`src/rtl/wpu_pkg.sv`:
```
// wpu_pkg: shared types and codes of the wav pcm stream unpacker
// holds the byte and result records and the status and kind codes
// no dependencies
package wpu_pkg;

   typedef enum logic [2:0] {
      ST_OK           = 3'd0,
      ST_MISSING      = 3'd1,
      ST_NOT_PCM      = 3'd2,
      ST_CHANNELS     = 3'd3,
      ST_INCONSISTENT = 3'd4,
      ST_DEPTH        = 3'd5,
      ST_DATA_FIRST   = 3'd6
   } wpu_status_type;

   typedef enum logic {
      KIND_SAMPLE = 1'b0,
      KIND_STATUS = 1'b1
   } wpu_kind_type;

   typedef struct packed {
      logic [7:0] file_byte;
      logic       end_of_file;
   } wpu_byte_type;

   typedef struct packed {
      wpu_kind_type   kind;
      logic           channel;
      logic [31:0]    sample_value;
      logic           frame_end;
      wpu_status_type status;
      logic [31:0]    sample_rate;
      logic [15:0]    bits_per_sample;
      logic [15:0]    channel_count;
      logic           last;
   } wpu_result_type;

   // results of one byte: a sample, a status report, or both at end of file
   typedef struct packed {
      logic           sample_valid;
      logic           status_valid;
      wpu_result_type sample;
      wpu_result_type status;
   } wpu_push_type;

endpackage

```
`src/rtl/wpu_in_reg.sv`:
```
// wpu_in_reg: input register stage for the file byte stream
// depends on wpu_pkg for the byte record
module wpu_in_reg (
   input  logic                  clock,
   input  logic                  reset,
   input  logic                  in_valid,
   output logic                  in_ready,
   input  wpu_pkg::wpu_byte_type in_item,
   output logic                  out_valid,
   input  logic                  out_take,
   output wpu_pkg::wpu_byte_type out_item
);
   import wpu_pkg::*;

   logic         valid_ff;
   logic         valid_in;
   wpu_byte_type item_ff;

   assign in_ready  = !valid_ff || out_take;
   assign out_valid = valid_ff;
   assign out_item  = item_ff;

   always_comb begin
      valid_in = valid_ff;
      if (in_valid && in_ready) begin
         valid_in = 1'b1;
      end else if (out_take) begin
         valid_in = 1'b0;
      end
   end

   always_ff @(posedge clock) begin
      if (reset) begin
         valid_ff <= 1'b0;
      end else begin
         valid_ff <= valid_in;
      end
   end

   always_ff @(posedge clock) begin
      if (in_valid && in_ready) begin
         item_ff <= in_item;
      end
   end

endmodule

```
`src/rtl/wpu_parser.sv`:
```
// wpu_parser: riff/wave header scan, format capture and sample unpacking
// one byte per cycle while in_go is high; format check is applied in the cycle after its last byte
// depends on wpu_pkg
module wpu_parser (
   input  logic                  clock,
   input  logic                  reset,
   input  logic                  in_go,
   input  wpu_pkg::wpu_byte_type in_item,
   output wpu_pkg::wpu_push_type push
);
   import wpu_pkg::*;

   localparam logic [31:0] RIFF_LE  = 32'h4646_4952;
   localparam logic [31:0] WAVE_LE  = 32'h4556_4157;
   localparam logic [23:0] TAG_FMT  = 24'h66_6D74;
   localparam logic [31:0] TAG_DATA = 32'h6461_7461;

   logic [31:0]    pos_ff, pos_in;
   logic [31:0]    recent_ff, recent_in;
   logic           fmt_found_ff, fmt_found_in;
   logic [31:0]    fmt_off_ff, fmt_off_in;
   logic           data_found_ff, data_found_in;
   logic [31:0]    data_off_ff, data_off_in;
   logic           header_ok_ff, header_ok_in;
   logic [15:0]    fmt_word_ff, fmt_word_in;
   logic [15:0]    chan_word_ff, chan_word_in;
   logic [31:0]    rate_word_ff, rate_word_in;
   logic [31:0]    byte_rate_ff, byte_rate_in;
   logic [15:0]    align_ff, align_in;
   logic [15:0]    depth_ff, depth_in;
   logic [31:0]    remain_ff, remain_in;
   logic [23:0]    assembly_ff, assembly_in;
   logic [1:0]     bis_ff, bis_in;
   logic           cur_chan_ff, cur_chan_in;
   wpu_status_type err_ff, err_in;
   logic           vpend_ff, vpend_in;

   // format check on the captured words
   wpu_status_type vcode;
   wpu_status_type err_eff;
   logic           ch_ok;
   logic [31:0]    ch_rate;
   logic [31:0]    rate_prod;
   logic [16:0]    depth_adj;
   logic [16:0]    depth_q;
   logic [16:0]    align_exp;
   logic           depth_ok;

   always_comb begin
      ch_ok     = (chan_word_ff == 16'd1) || (chan_word_ff == 16'd2);
      ch_rate   = (chan_word_ff == 16'd2) ? {rate_word_ff[30:0], 1'b0} : rate_word_ff;
      rate_prod = ch_rate * {{16{depth_ff[15]}}, depth_ff};
      // signed divide by 8 truncating towards zero
      depth_adj = {depth_ff[15], depth_ff} + (depth_ff[15] ? 17'd7 : 17'd0);
      depth_q   = {{3{depth_adj[16]}}, depth_adj[16:3]};
      align_exp = (chan_word_ff == 16'd2) ? {depth_q[15:0], 1'b0} : depth_q;
      depth_ok  = (depth_ff == 16'd8) || (depth_ff == 16'd16) ||
                  (depth_ff == 16'd24) || (depth_ff == 16'd32);
      if (fmt_word_ff != 16'd1) begin
         vcode = ST_NOT_PCM;
      end else if (!ch_ok) begin
         vcode = ST_CHANNELS;
      end else if ((byte_rate_ff != {3'b000, rate_prod[31:3]}) ||
                   ({align_ff[15], align_ff} != align_exp)) begin
         vcode = ST_INCONSISTENT;
      end else if (!depth_ok) begin
         vcode = ST_DEPTH;
      end else begin
         vcode = ST_OK;
      end
      err_eff = (vpend_ff && (err_ff == ST_OK)) ? vcode : err_ff;
   end

   logic [31:0] p;
   logic [7:0]  b;
   logic [31:0] rel_f;
   logic [31:0] rel_d;
   logic [31:0] size;
   logic [2:0]  bps;
   logic [3:0]  block;
   logic        go;
   logic [31:0] word;
   logic [2:0]  shv;
   logic [31:0] v;
   logic        stereo;
   logic        missing;

   always_comb begin
      pos_in        = pos_ff;
      recent_in     = recent_ff;
      fmt_found_in  = fmt_found_ff;
      fmt_off_in    = fmt_off_ff;
      data_found_in = data_found_ff;
      data_off_in   = data_off_ff;
      header_ok_in  = header_ok_ff;
      fmt_word_in   = fmt_word_ff;
      chan_word_in  = chan_word_ff;
      rate_word_in  = rate_word_ff;
      byte_rate_in  = byte_rate_ff;
      align_in      = align_ff;
      depth_in      = depth_ff;
      remain_in     = remain_ff;
      assembly_in   = assembly_ff;
      bis_in        = bis_ff;
      cur_chan_in   = cur_chan_ff;
      err_in        = err_eff;
      vpend_in      = 1'b0;
      push          = '0;

      p       = pos_ff;
      b       = in_item.file_byte;
      rel_f   = p - fmt_off_ff;
      rel_d   = p - data_off_ff;
      size    = remain_ff | ({24'd0, b} << {rel_d[1:0], 3'b000});
      bps     = depth_ff[5:3];
      block   = (chan_word_ff == 16'd2) ? {bps, 1'b0} : {1'b0, bps};
      go      = (bis_ff == 2'd0 && !cur_chan_ff) ? (remain_ff >= {28'd0, block}) : 1'b1;
      word    = {8'd0, assembly_ff} | ({24'd0, b} << {bis_ff, 3'b000});
      shv     = 3'd4 - bps;
      v       = word << {shv[1:0], 3'b000};
      stereo  = (chan_word_ff == 16'd2);
      missing = 1'b0;

      if (in_go) begin
         // fixed header bytes
         if (p < 32'd4 && b != RIFF_LE[{p[1:0], 3'b000} +: 8]) begin
            header_ok_in = 1'b0;
         end
         if (p >= 32'd8 && p < 32'd12 && b != WAVE_LE[{p[1:0], 3'b000} +: 8]) begin
            header_ok_in = 1'b0;
         end

         recent_in = {recent_ff[23:0], b};

         // format fields, little-endian
         if (fmt_found_ff) begin
            if (rel_f >= 32'd8 && rel_f < 32'd24) begin
               case (rel_f[4:1])
                  4'd4: begin
                     fmt_word_in = fmt_word_ff | ({8'd0, b} << {rel_f[0], 3'b000});
                  end
                  4'd5: begin
                     chan_word_in = chan_word_ff | ({8'd0, b} << {rel_f[0], 3'b000});
                  end
                  4'd6, 4'd7: begin
                     rate_word_in = rate_word_ff | ({24'd0, b} << {rel_f[1:0], 3'b000});
                  end
                  4'd8, 4'd9: begin
                     byte_rate_in = byte_rate_ff | ({24'd0, b} << {rel_f[1:0], 3'b000});
                  end
                  4'd10: begin
                     align_in = align_ff | ({8'd0, b} << {rel_f[0], 3'b000});
                  end
                  4'd11: begin
                     depth_in = depth_ff | ({8'd0, b} << {rel_f[0], 3'b000});
                  end
                  default: begin
                  end
               endcase
               if (rel_f == 32'd23) begin
                  vpend_in = 1'b1;
               end
            end
         end else if (p >= 32'd2 && recent_in[23:0] == TAG_FMT) begin
            fmt_found_in = 1'b1;
            fmt_off_in   = p - 32'd2;
         end

         // data size, then samples for whole frames only
         if (data_found_ff) begin
            if (rel_d >= 32'd4 && rel_d < 32'd8) begin
               if (rel_d == 32'd7) begin
                  remain_in = (err_eff != ST_OK || size[31]) ? 32'd0 : size;
               end else begin
                  remain_in = size;
               end
            end else if (rel_d >= 32'd8 && remain_ff != 32'd0 && go) begin
               remain_in = remain_ff - 32'd1;
               if ({1'b0, bis_ff} + 3'd1 >= bps) begin
                  push.sample_valid           = 1'b1;
                  push.sample.kind            = KIND_SAMPLE;
                  push.sample.channel         = cur_chan_ff;
                  push.sample.sample_value    = (bps == 3'd1) ? {~v[31], v[30:0]} : v;
                  push.sample.frame_end       = stereo ? cur_chan_ff : 1'b1;
                  push.sample.status          = ST_OK;
                  assembly_in                 = 24'd0;
                  bis_in                      = 2'd0;
                  if (stereo) begin
                     cur_chan_in = !cur_chan_ff;
                  end
               end else begin
                  assembly_in = word[23:0];
                  bis_in      = bis_ff + 2'd1;
               end
            end
         end else if (p >= 32'd3 && recent_in == TAG_DATA) begin
            data_found_in = 1'b1;
            data_off_in   = p - 32'd3;
            if (!fmt_found_in ||
                ({1'b0, data_off_in} < {1'b0, fmt_off_in} + 33'd24)) begin
               if (err_in == ST_OK) begin
                  err_in = ST_DATA_FIRST;
               end
            end
         end

         pos_in = (pos_ff == 32'hFFFF_FFFF) ? pos_ff : pos_ff + 32'd1;

         if (in_item.end_of_file) begin
            missing = !header_ok_in || pos_in < 32'd12 || !fmt_found_in ||
                      (pos_in - fmt_off_in) < 32'd24 || !data_found_in ||
                      (pos_in - data_off_in) < 32'd8;
            push.status_valid           = 1'b1;
            push.status.kind            = KIND_STATUS;
            push.status.status          = missing ? ST_MISSING : err_in;
            push.status.sample_rate     = rate_word_in;
            push.status.bits_per_sample = depth_in;
            push.status.channel_count   = chan_word_in;
            push.status.last            = 1'b1;
            // back to the start-of-file state
            pos_in        = '0;
            recent_in     = '0;
            fmt_found_in  = 1'b0;
            fmt_off_in    = '0;
            data_found_in = 1'b0;
            data_off_in   = '0;
            header_ok_in  = 1'b1;
            fmt_word_in   = '0;
            chan_word_in  = '0;
            rate_word_in  = '0;
            byte_rate_in  = '0;
            align_in      = '0;
            depth_in      = '0;
            remain_in     = '0;
            assembly_in   = '0;
            bis_in        = '0;
            cur_chan_in   = 1'b0;
            err_in        = ST_OK;
            vpend_in      = 1'b0;
         end
      end
   end

   always_ff @(posedge clock) begin
      if (reset) begin
         pos_ff        <= '0;
         recent_ff     <= '0;
         fmt_found_ff  <= 1'b0;
         fmt_off_ff    <= '0;
         data_found_ff <= 1'b0;
         data_off_ff   <= '0;
         header_ok_ff  <= 1'b1;
         fmt_word_ff   <= '0;
         chan_word_ff  <= '0;
         rate_word_ff  <= '0;
         byte_rate_ff  <= '0;
         align_ff      <= '0;
         depth_ff      <= '0;
         remain_ff     <= '0;
         assembly_ff   <= '0;
         bis_ff        <= '0;
         cur_chan_ff   <= 1'b0;
         err_ff        <= ST_OK;
         vpend_ff      <= 1'b0;
      end else begin
         pos_ff        <= pos_in;
         recent_ff     <= recent_in;
         fmt_found_ff  <= fmt_found_in;
         fmt_off_ff    <= fmt_off_in;
         data_found_ff <= data_found_in;
         data_off_ff   <= data_off_in;
         header_ok_ff  <= header_ok_in;
         fmt_word_ff   <= fmt_word_in;
         chan_word_ff  <= chan_word_in;
         rate_word_ff  <= rate_word_in;
         byte_rate_ff  <= byte_rate_in;
         align_ff      <= align_in;
         depth_ff      <= depth_in;
         remain_ff     <= remain_in;
         assembly_ff   <= assembly_in;
         bis_ff        <= bis_in;
         cur_chan_ff   <= cur_chan_in;
         err_ff        <= err_in;
         vpend_ff      <= vpend_in;
      end
   end

`ifndef SYNTHESIS
   a_vpend_after_fmt: assert property (@(posedge clock) disable iff (reset)
      vpend_ff |-> fmt_found_ff)
      else $error("format check pending without a format chunk");
   a_right_only_stereo: assert property (@(posedge clock) disable iff (reset)
      cur_chan_ff |-> (chan_word_ff == 16'd2))
      else $error("right channel selected on a non-stereo stream");
   a_mid_sample_bytes: assert property (@(posedge clock) disable iff (reset)
      (bis_ff != 2'd0) |-> (remain_ff != 32'd0))
      else $error("partial sample with no data bytes left");
`endif

endmodule

```
`src/rtl/wpu_rsp_fifo.sv`:
```
// wpu_rsp_fifo: small result queue, takes up to two results a cycle
// decouples the parser from back-pressure on the result channel
// depends on wpu_pkg
module wpu_rsp_fifo #(
   parameter int DEPTH = 4
) (
   input  logic                    clock,
   input  logic                    reset,
   input  wpu_pkg::wpu_push_type   push,
   output logic                    space,
   output logic                    out_valid,
   input  logic                    out_ready,
   output wpu_pkg::wpu_result_type out_item
);
   import wpu_pkg::*;

   localparam int PTR_W = $clog2(DEPTH);
   localparam int CNT_W = $clog2(DEPTH + 1);

   wpu_result_type mem [DEPTH];

   logic [PTR_W-1:0] wr_ff, wr_in;
   logic [PTR_W-1:0] rd_ff, rd_in;
   logic [CNT_W-1:0] count_ff, count_in;
   logic [PTR_W-1:0] wr_next;
   logic             pop;
   logic [1:0]       n_push;

   function automatic logic [PTR_W-1:0] wrap_inc(input logic [PTR_W-1:0] ptr);
      wrap_inc = (ptr == PTR_W'(DEPTH - 1)) ? '0 : ptr + PTR_W'(1);
   endfunction

   // room for a sample and a status report together
   assign space     = (count_ff <= CNT_W'(DEPTH - 2));
   assign out_valid = (count_ff != '0);
   assign out_item  = mem[rd_ff];

   always_comb begin
      pop      = out_valid && out_ready;
      n_push   = {1'b0, push.sample_valid} + {1'b0, push.status_valid};
      wr_next  = wrap_inc(wr_ff);
      wr_in    = wr_ff;
      case (n_push)
         2'd1: wr_in = wr_next;
         2'd2: wr_in = wrap_inc(wr_next);
         default: wr_in = wr_ff;
      endcase
      rd_in    = pop ? wrap_inc(rd_ff) : rd_ff;
      count_in = count_ff + CNT_W'(n_push) - CNT_W'(pop);
   end

   always_ff @(posedge clock) begin
      if (reset) begin
         wr_ff    <= '0;
         rd_ff    <= '0;
         count_ff <= '0;
      end else begin
         wr_ff    <= wr_in;
         rd_ff    <= rd_in;
         count_ff <= count_in;
      end
   end

   always_ff @(posedge clock) begin
      if (push.sample_valid) begin
         mem[wr_ff] <= push.sample;
         if (push.status_valid) begin
            mem[wr_next] <= push.status;
         end
      end else if (push.status_valid) begin
         mem[wr_ff] <= push.status;
      end
   end

`ifndef SYNTHESIS
   a_no_overflow: assert property (@(posedge clock) disable iff (reset)
      count_ff <= CNT_W'(DEPTH))
      else $error("result queue overflow");
`endif

endmodule

```
`src/rtl/wav_pcm_stream_unpacker.sv`:
```
// wav_pcm_stream_unpacker: top level of the streaming wav pcm parser
// instantiates wpu_in_reg, wpu_parser and wpu_rsp_fifo; depends on wpu_pkg
//
// The block reads a WAV file one byte per transaction on the req channel (tlast
// marks the last byte of the file) and returns transactions on the rsp channel:
// a decoded sample (tuser 0) for each complete sample of the data chunk, and
// one status report (tuser 1, tlast 1) after the last byte. Samples are signed,
// left-justified to 32 bits; 8-bit samples are offset by 128.
// Only whole frames of the data size are unpacked, and none at all if the
// format is rejected. Throughput is one byte per clock cycle, sustained, as
// long as the rsp side takes its transactions; from byte to sample, a byte is
// held in the input register, then the parse logic writes the result queue.
// The rate is set by the result queue: it accepts a byte only while it has
// room for two results, since the final byte can give a sample and the status.
// After the status report the block is back in its reset state for the next
// file. There is no clearing pass after reset.
module wav_pcm_stream_unpacker #(
   parameter int RSP_DEPTH = 4   // result queue entries, 3 or more
) (
   input  logic         clock,
   input  logic         reset,
   // byte stream in
   input  logic         req_tvalid,
   output logic         req_tready,
   input  logic [7:0]   req_tdata,   // [7:0] file_byte
   input  logic         req_tlast,   // end_of_file
   // results out
   output logic         rsp_tvalid,
   input  logic         rsp_tready,
   // [0] channel, [32:1] sample_value, [33] frame_end, [36:34] status,
   // [68:37] sample_rate, [84:69] bits_per_sample, [100:85] channel_count,
   // [103:101] zero
   output logic [103:0] rsp_tdata,
   output logic         rsp_tuser,   // [0] kind: 0 sample, 1 status report
   output logic         rsp_tlast    // last: set on the status report
);
   import wpu_pkg::*;

   wpu_byte_type   req_item;
   wpu_byte_type   byte_item;
   logic           byte_valid;
   logic           byte_take;
   logic           rsp_space;
   wpu_push_type   push;
   wpu_result_type rsp_item;

   assign req_item.file_byte   = req_tdata;
   assign req_item.end_of_file = req_tlast;

   // a held byte is parsed as soon as the result queue has room
   assign byte_take = byte_valid && rsp_space;

   wpu_in_reg u_in_reg (
      .clock     (clock),
      .reset     (reset),
      .in_valid  (req_tvalid),
      .in_ready  (req_tready),
      .in_item   (req_item),
      .out_valid (byte_valid),
      .out_take  (byte_take),
      .out_item  (byte_item)
   );

   wpu_parser u_parser (
      .clock   (clock),
      .reset   (reset),
      .in_go   (byte_take),
      .in_item (byte_item),
      .push    (push)
   );

   wpu_rsp_fifo #(
      .DEPTH (RSP_DEPTH)
   ) u_rsp_fifo (
      .clock     (clock),
      .reset     (reset),
      .push      (push),
      .space     (rsp_space),
      .out_valid (rsp_tvalid),
      .out_ready (rsp_tready),
      .out_item  (rsp_item)
   );

   // pack the result record onto the stream, first field lowest
   assign rsp_tdata = {3'b000,
                       rsp_item.channel_count,
                       rsp_item.bits_per_sample,
                       rsp_item.sample_rate,
                       rsp_item.status,
                       rsp_item.frame_end,
                       rsp_item.sample_value,
                       rsp_item.channel};
   assign rsp_tuser = rsp_item.kind;
   assign rsp_tlast = rsp_item.last;

endmodule
```
`config.mk`:
```
export PLATFORM = sky130hd
export DESIGN_NAME = wav_pcm_stream_unpacker
export DESIGN_NICKNAME = d
export VERILOG_FILES = /design/src/rtl/wpu_pkg.sv /design/src/rtl/wpu_in_reg.sv /design/src/rtl/wpu_parser.sv /design/src/rtl/wpu_rsp_fifo.sv /design/src/rtl/wav_pcm_stream_unpacker.sv
export SDC_FILE = /design/constraint.sdc
export NUM_CORES = 2
export LEC_CHECK = 0
export ABC_AREA = 1
export BUFFER_PORTS_ARGS = -buffer_cell sky130_fd_sc_hd__buf_2
export CAP_MARGIN = 5
export CORE_MARGIN = 1
export CORE_UTILIZATION = 35
export CTS_CLUSTER_SIZE = 25
export DETAILED_ROUTE_END_ITERATION = 10
export GPL_ROUTABILITY_DRIVEN = 0
export PLACE_DENSITY = 0.48
export SLEW_MARGIN = 25
export SYNTH_ARGS = -nofsm -noshare
export SYNTH_HDL_FRONTEND = slang
export SYNTH_SLANG_ARGS = --single-unit
```
`constraint.sdc`:
```
create_clock -name clock -period 9.7 [get_ports clock]
set_input_delay 0.97 -clock clock [delete_from_list [all_inputs] [get_ports clock]]
set_output_delay 0.97 -clock clock [all_outputs]
set_load 0.05 [all_outputs]
```
# Word-level counts from Yosys, hierarchy flattened
# Memory sizes are Yosys's and may differ from the RTL's. A register that Yosys moved wholly into a read port is not among the register bits.
# Cells that the tools add are included.
# totals
regBits	331
ramBits	412
elab_cells	291
mem_count	1
# op_classes
add_sub_neg	19
mul	1
n_lt_le_gt_ge	17
eq_ne	31
n_shift	7
n_mux	118
bitwise_logic	13
n_reduce_logical	59
# mem_list
memory	depth	width	rd	rd_clocked_by_memory_dff	write_ports	line_no	source
u_rsp_fifo.mem	4	103	1	1	2	wpu_rsp_fifo.sv:20	wpu_result_type mem [DEPTH];
# op_table
operator	n
2-to-1 mux 32 bit	26
2-to-1 mux 16 bit	16
2-to-1 mux 24 bit	6
2-to-1 mux 68 bit	2
< comparator 32 x 4 -> 1 bit, second input constant	4
subtractor 32 bit	4
2-to-1 mux 38 bit	3
2-to-1 mux 103 bit	1
>= comparator 32 x 4 -> 1 bit, second input constant	3
bitwise OR 32 bit	3
left shift 8 x 5 -> 32 bit	3
>= comparator 32 x 2 -> 1 bit, second input constant	2
< comparator 32 x 5 -> 1 bit, second input constant	2
bitwise OR 16 bit	4
variable part select 32 x 6 -> 8 bit, first input constant	2
subtractor 32 x 2 -> 32 bit, second input constant	2
2-to-1 mux 40 bit	1
2-to-1 mux 3 bit	13
2-to-1 mux 37 bit	1
2-to-1 mux 1 bit	36
adder 32 x 5 -> 33 bit, second input constant	1
< comparator 32 x 33 -> 1 bit	1
adder 32 x 1 -> 32 bit, second input constant	1
equality test 16 x 5 -> 1 bit, second input constant	2
other kinds (55)	126

# Longest topological paths before layout
# depth
word_depth	18
depth_mapped	54
mapped_depth_nobuf	50

# Hierarchy
# Synthesis repeated with hierarchy kept, for this count alone.
# hier_totals
cells_unflattened	9084
area_unflattened_um2	64558.2
# by_module_without_submodules
mod	instances	cells_each	area_each_um2	seq_area_each_um2
wpu_parser	1	6730	42816.1	6286.0
wpu_rsp_fifo	1	2333	21390.5	12552.0
wpu_in_reg	1	15	317.8	290.3
wav_pcm_stream_unpacker	1	6	33.8	0.0

# Worst setup path before layout
# No wires, ideal clock.
# synth_timing
path_type	register -> register
start	reg u_parser.chan_word_ff[6]
end	reg u_parser.remain_ff[12]
setup_ns	0.070
arrival_time_ns	8.086
required_time_ns	9.630
slack_ns	1.543
stages_incl_launch_ff	42
cell_sequence	dfxtp_1 > nor2_1 > nand2_1 > nor2_4 > nand2_2 > buf_2 > clkbuf_1 > clkbuf_1 > clkbuf_1 > o21ai_0 > inv_1 > clkbuf_1 > nand2_1 > fa_1 > fa_1 > fa_1 > fa_1 > fa_1 > [6 not listed] > nand2_1 > nand3_1 > nand2_1 > a21boi_0 > nor2_1 > o21ai_0 > nand2_1 > xor2_1 > nor2_2 > nand4_1 > a21oi_2 > nand4_1 > nand2_2 > buf_6 > nand2_1 > nand2_1 > nand3_1 > a21oi_1
# synth_between
elab_chain_len	16
# synth_rtl
element	line_no	source
start: declaration	wpu_parser.sv:26	logic [15:0] chan_word_ff, chan_word_in;
start signal: assignment	wpu_parser.sv:274	chan_word_ff <= chan_word_in;
equality test 16 x 2 -> 1 bit	-	
2-to-1 mux 32 bit	wpu_parser.sv:51	ch_rate = (chan_word_ff == 16'd2) ? {rate_word_ff[30:0], 1'b0} : rate_word_ff;
multiplier 32 x 16 -> 32 bit	wpu_parser.sv:52	rate_prod = ch_rate * {{16{depth_ff[15]}}, depth_ff};
inequality test 32 x 29 -> 1 bit	wpu_parser.sv:63	end else if ((byte_rate_ff != {3'b000, rate_prod[31:3]}) ||
logical OR 1 bit	wpu_parser.sv:63	
2-to-1 mux 3 bit	wpu_parser.sv:63	
2-to-1 mux 3 bit	wpu_parser.sv:61	end else if (!ch_ok) begin
2-to-1 mux 3 bit	wpu_parser.sv:59	if (fmt_word_ff != 16'd1) begin
2-to-1 mux 3 bit	wpu_parser.sv:71	err_eff = (vpend_ff && (err_ff == ST_OK)) ? vcode : err_ff;
nonzero test 3 bit	wpu_parser.sv:173	remain_in = (err_eff != ST_OK || size[31]) ? 32'd0 : size;
logical OR 1 bit	wpu_parser.sv:173	
2-to-1 mux 32 bit	wpu_parser.sv:173	
2-to-1 mux 32 bit	wpu_parser.sv:172	if (rel_d == 32'd7) begin
2-to-1 mux 32 bit	wpu_parser.sv:171	if (rel_d >= 32'd4 && rel_d < 32'd8) begin
2-to-1 mux 32 bit	wpu_parser.sv:170	if (data_found_ff) begin
2-to-1 mux 32 bit	wpu_parser.sv:209	if (in_item.end_of_file) begin
end signal: assignment	wpu_parser.sv:279	remain_ff <= remain_in;
end: declaration	wpu_parser.sv:31	logic [31:0] remain_ff, remain_in;
# Parallel ways exist; a longest one is shown, timed or not. The select of a mux whose other input is x is not followed.
# A chain may end at the register's enable or synchronous reset.

# Final worst setup path
# layout_timing
start	reg u_parser.chan_word_ff[4]
end	reg u_parser.remain_ff[24]
# The elaborated chain is that of the path after synthesis.

==> results.md <==
Timing:
- The count of final hold-check violations is 0.
- The upper clock frequency limit is 112 MHz.
- The total of endpoints with negative setup slack in the final report is 0.
- The number of max-slew violations in the final report is 0.
- For the final routed database, the setup TNS stands at 0 ns.
- Setup repair after global routing left no endpoint under its margin.
- The clock period could shrink to 8.93 ns.
- At the pin with the least slew margin, the transition time is 1.14 ns.
- The final worst-path cycle share is 0.920.
- Measured against its own limit, the worst slew margin works out to 0.240.
- Clock skew on the completed layout was measured at 0.0624 ns.

Worst setup path:
- The type of element launching the critical path is a register.
- The arrival time at the worst endpoint is 9.58 ns.
- The cell family contributing the most delay on the critical path is adder cells.
- Data on the critical path is required at its endpoint by 10.35 ns.
- The number of buffers and inverters on the critical path is 4.
- The startpoint identified for the worst register-to-register timing path is u_parser.chan_word_ff[4].
- The kind of end point of the critical path is a register.
- The class of the most critical setup path is register to register.
- Counting stages on the worst path, the most repeated cell is sky130_fd_sc_hd__nand2_1.
- The largest individual stage delay along the critical path comes from the cell sky130_fd_sc_hd__fa_1.
- The top fanout value on the critical path is 31.
- In this run the worst setup path begins at u_parser.chan_word_ff[4].
- For this run, the slowest stage of the critical path takes 0.58 ns.

Clock tree:
- TritonCTS built the clock tree.
- The number of hold buffers added after CTS is 0.
- The H-tree was split into 3 levels.
- In this run, post-CTS repair resized a total of 0 instances.
- The clock net in this run drives a total of 741 sinks.
- The number of clock buffers added by TritonCTS is 88.
- The setup fix buffers added after clock tree synthesis is 0.
- After clock tree synthesis, the clock-pin slew on the worst setup and hold paths is 0.07 ns.
- The largest buffer count on any clock path is 3.
- The later pin in the worst-skew pair is clocked with a latency of 0.72 ns.
- The cell chosen for the clock root is sky130_fd_sc_hd__clkbuf_16.

Floorplan:
- The placement row count is 150.
- The starting density of the core is 0.353.
- The region available for standard cell placement spans 168000 um2.
- The vertical die dimension is 413 um.
- The floorplan step set the die width to 413 um.
- The full die area is 171000 um2.
- The number of top-level pins is 121.

Synthesis:
- The area share of the largest cell type after synthesis is 0.155.
- After technology mapping, the gate count stands at 8158.
- The async set-or-reset flop fraction in the synthesized netlist is 0.
- The average cell area after synthesis is 7.26 um2.
- After synthesis, the cell types taking the most area are sky130_fd_sc_hd__dfxtp_1 (16%), sky130_fd_sc_hd__edfxtp_1 (14%), sky130_fd_sc_hd__nand2_1 (11%), sky130_fd_sc_hd__fa_1 (10%), sky130_fd_sc_hd__nor2_1 (7.5%).
- The dominant synthesized flop cell is sky130_fd_sc_hd__dfxtp_1.
- The Yosys warning count is 0.
- Counting flops and latches in the post-synthesis netlist gives 741.
- The post-synthesis cell area is 59200 um2.
- The post-synthesis sequential area ratio is 0.298.
- In this run, distinct cell masters in the synthesized netlist total 75.
- Yosys mapped a number of flops with a built-in enable equal to 281.
- The synthesized design spends more area on one cell type than any other, namely sky130_fd_sc_hd__dfxtp_1.

Min path:
- The tightest min-delay check is of the primary input to register type.
- The worst min-delay path startpoint is req_tdata[6].

Drt:
- The routed design has 226 mm of wire.
- The highest routed metal layer is met5.
- The via total after detailed routing is 56000.
- In the final routed layout, each cell accounts on average for 21.8 um.
- Dividing the detail-routed via count by the number of cells gives 5.39.
- The sum of met3 wire segment lengths after detailed routing is 14.2 mm.
- The wire length on met1 is 105 mm.
- The detailed router finished its first iteration with 4599 violations.
- The detail route stage leaves a number of antenna-violating nets equal to 0.
- The first TritonRoute pass finished after 8 iterations.
- The detailed route wirelength on metal2 is 99.8 mm.
- The number of remaining DRC errors is 0.

Global route:
- The number of global-route vias before repair was 53700.
- For this run, the total global-route usage over all layers was measured as 0.259.
- The total overflow left after global routing is 0.
- The pin count of the biggest net entering global routing is 130.
- The first global-routing pass estimated 340 mm of wire.
- The number of antenna violations at the first check in global routing is 3.

Pwr:
- The leakage power total is 0.0276 uW.
- The total power per unit cell area is 145 nW/um2.
- The completed layout was analyzed and its total power is 9440 uW.
- IR analysis of the VDD net gives a maximum drop of 0.139 mV.

Layout:
- The net count of the finished layout is 8716.
- The relative area change from synthesis to final layout is 10.1%.
- The total area of multi-input combinational cells is 36300 um2.
- In the final layout, the share of cells above drive strength 1 is 0.0795.
- In the final layout, flip-flops and latches occupy 17700 um2.
- After filler insertion, the fill cell instance count of the layout stands at 17600.

Run:
- The tool flagged a number of max-cap violations equal to 0.

Placed design:
- The number of buffers inserted by port buffering is 117.
- After legalization and detailed placement, the total HPWL measured 164 mm.

Status:
- The run finished with clean final reports.
==> worst register-to-register path: cells and delay by family, from the launching register on <==
family | cells | cell delay (ns)
buffers and inverters | 4 | 1.07
adders and majority gates | 7 | 3.42
AOI/OAI and AO/OA | 8 | 1.67
xor gates and xnor gates | 1 | 0.16
DFF | 1 | 0.33
and+or+nand+nor | 18 | 2.21
==> layer usage <==
metal  up-vias  track usage
met4         4       0.0799
met2      1878        0.406
met5         -            0
li1      26600            -
met1     27200        0.368
met3       348       0.0336
==> per-stage QoR <==
stage	std cells	util	setup WS [ns]	area, um2	hold slack [ns]
floorplan	8160	-	1.54	59200	0.423
global placement	10200	0.371	0.928	62100	0.435
detailed placement	10200	0.371	0.802	62100	0.440
CTS	10400	0.389	0.783	65200	0.402
global route	10400	0.389	0.102	65200	0.428
finish	10400	0.389	0.772	65200	0.443
==> sequential cells by signal, indices dropped and copies added, names as in the netlist, 2 cells and up, named ones only <==
name                   cells
u_rsp_fifo.mem           408
u_parser.p                32
u_parser.byte_rate_ff     32
u_parser.data_off_ff      32
u_parser.err_ff            3
u_in_reg.out_item          9
u_parser.chan_word_ff     16
u_parser.depth_ff         16
u_parser.recent_ff        24
u_parser.remain_ff        32
u_parser.bis_ff            2
u_parser.rate_word_ff     32
u_parser.assembly_ff      24
u_rsp_fifo.count_ff        3
u_parser.fmt_off_ff       32
u_rsp_fifo.rd_ff           2
u_parser.fmt_word_ff      16
u_parser.align_ff         16
u_rsp_fifo.wr_ff           2
==> path summary, 6_finish.rpt <==
path | slack [ns] | to | cells after the start
min reg2reg | 0.45 | u_parser.fmt_word_ff[7] | 2
max | 0.77 | u_parser.remain_ff[24] | 38
max reg2reg | 0.77 | u_parser.remain_ff[24] | 38
min | 0.44 | u_in_reg.out_item[7] | 1
==> power breakdown <==
group,leakage (uW),total (uW),internal [uW],switching [uW]
combinational,0.0194,2590,545,2040
clock,0.00149,3520,2030,1490
sequential,0.00668,3340,3270,69.0
total,0.0276,9440,5840,3600
==> cells in the final DEF (no fill, tap or decap), drive strengths merged, types with 11 or more instances in the layout <==
master | Yosys | routed
dfxtp | 460 | 460
xor2 | 196 | 196
a21boi | 15 | 15
clkinv | 18 | 60
nand3b | 15 | 15
nor2 | 1231 | 1231
a2bb2oi | 24 | 24
inv | 935 | 931
fa | 307 | 307
buf | 100 | 285
xnor2 | 63 | 63
nor4 | 36 | 36
a31oi | 31 | 31
o21bai | 28 | 28
or2 | 20 | 20
o22ai | 123 | 123
edfxtp | 281 | 281
nand3 | 329 | 329
clkbuf | 323 | 109
o21ai | 584 | 584
ha | 284 | 284
o21a | 20 | 20
nand4 | 205 | 205
a22o | 65 | 65
a21oi | 510 | 510
a21o | 14 | 14
a211oi | 27 | 27
nor3 | 74 | 74
nand2 | 1782 | 1782
o31ai | 11 | 11
==> layout make-up <==
type / count / share of cell area
tap: 2204 / 0.0423
multi-input combinational: 6043 / 0.557
sequential: 741 / 0.271
inverter: 953 / 0.0551
antenna: 2 / 0.0000768
clock inverter: 54 / 0.00977
timing repair buffer: 285 / 0.0284
clock buffer: 109 / 0.0370
==> cells by family after synthesis <==
group                      Yosys count  share of synthesized area
adders and majority gates          591                      0.164
buffers and inverters             1376                     0.0926
other                                1                  0.0000633
and+or+nand+nor                   3700                      0.263
AOI/OAI and AO/OA                 1490                      0.145
xor gates and xnor gates           259                     0.0383
DFF                                741                      0.298
==> Yosys cell counts (all sizes together), types with 65 or more instances <==
cell type,count
fa,307
ha,284
buf,100
nor2,1231
o22ai,123
a21oi,510
inv,935
nand2,1782
dfxtp,460
edfxtp,281
clkbuf,323
xor2,196
nand3,329
o21ai,584
nor3,74
nand4,205
a22o,65
Note: power is estimated with default switching activity, not from simulation.
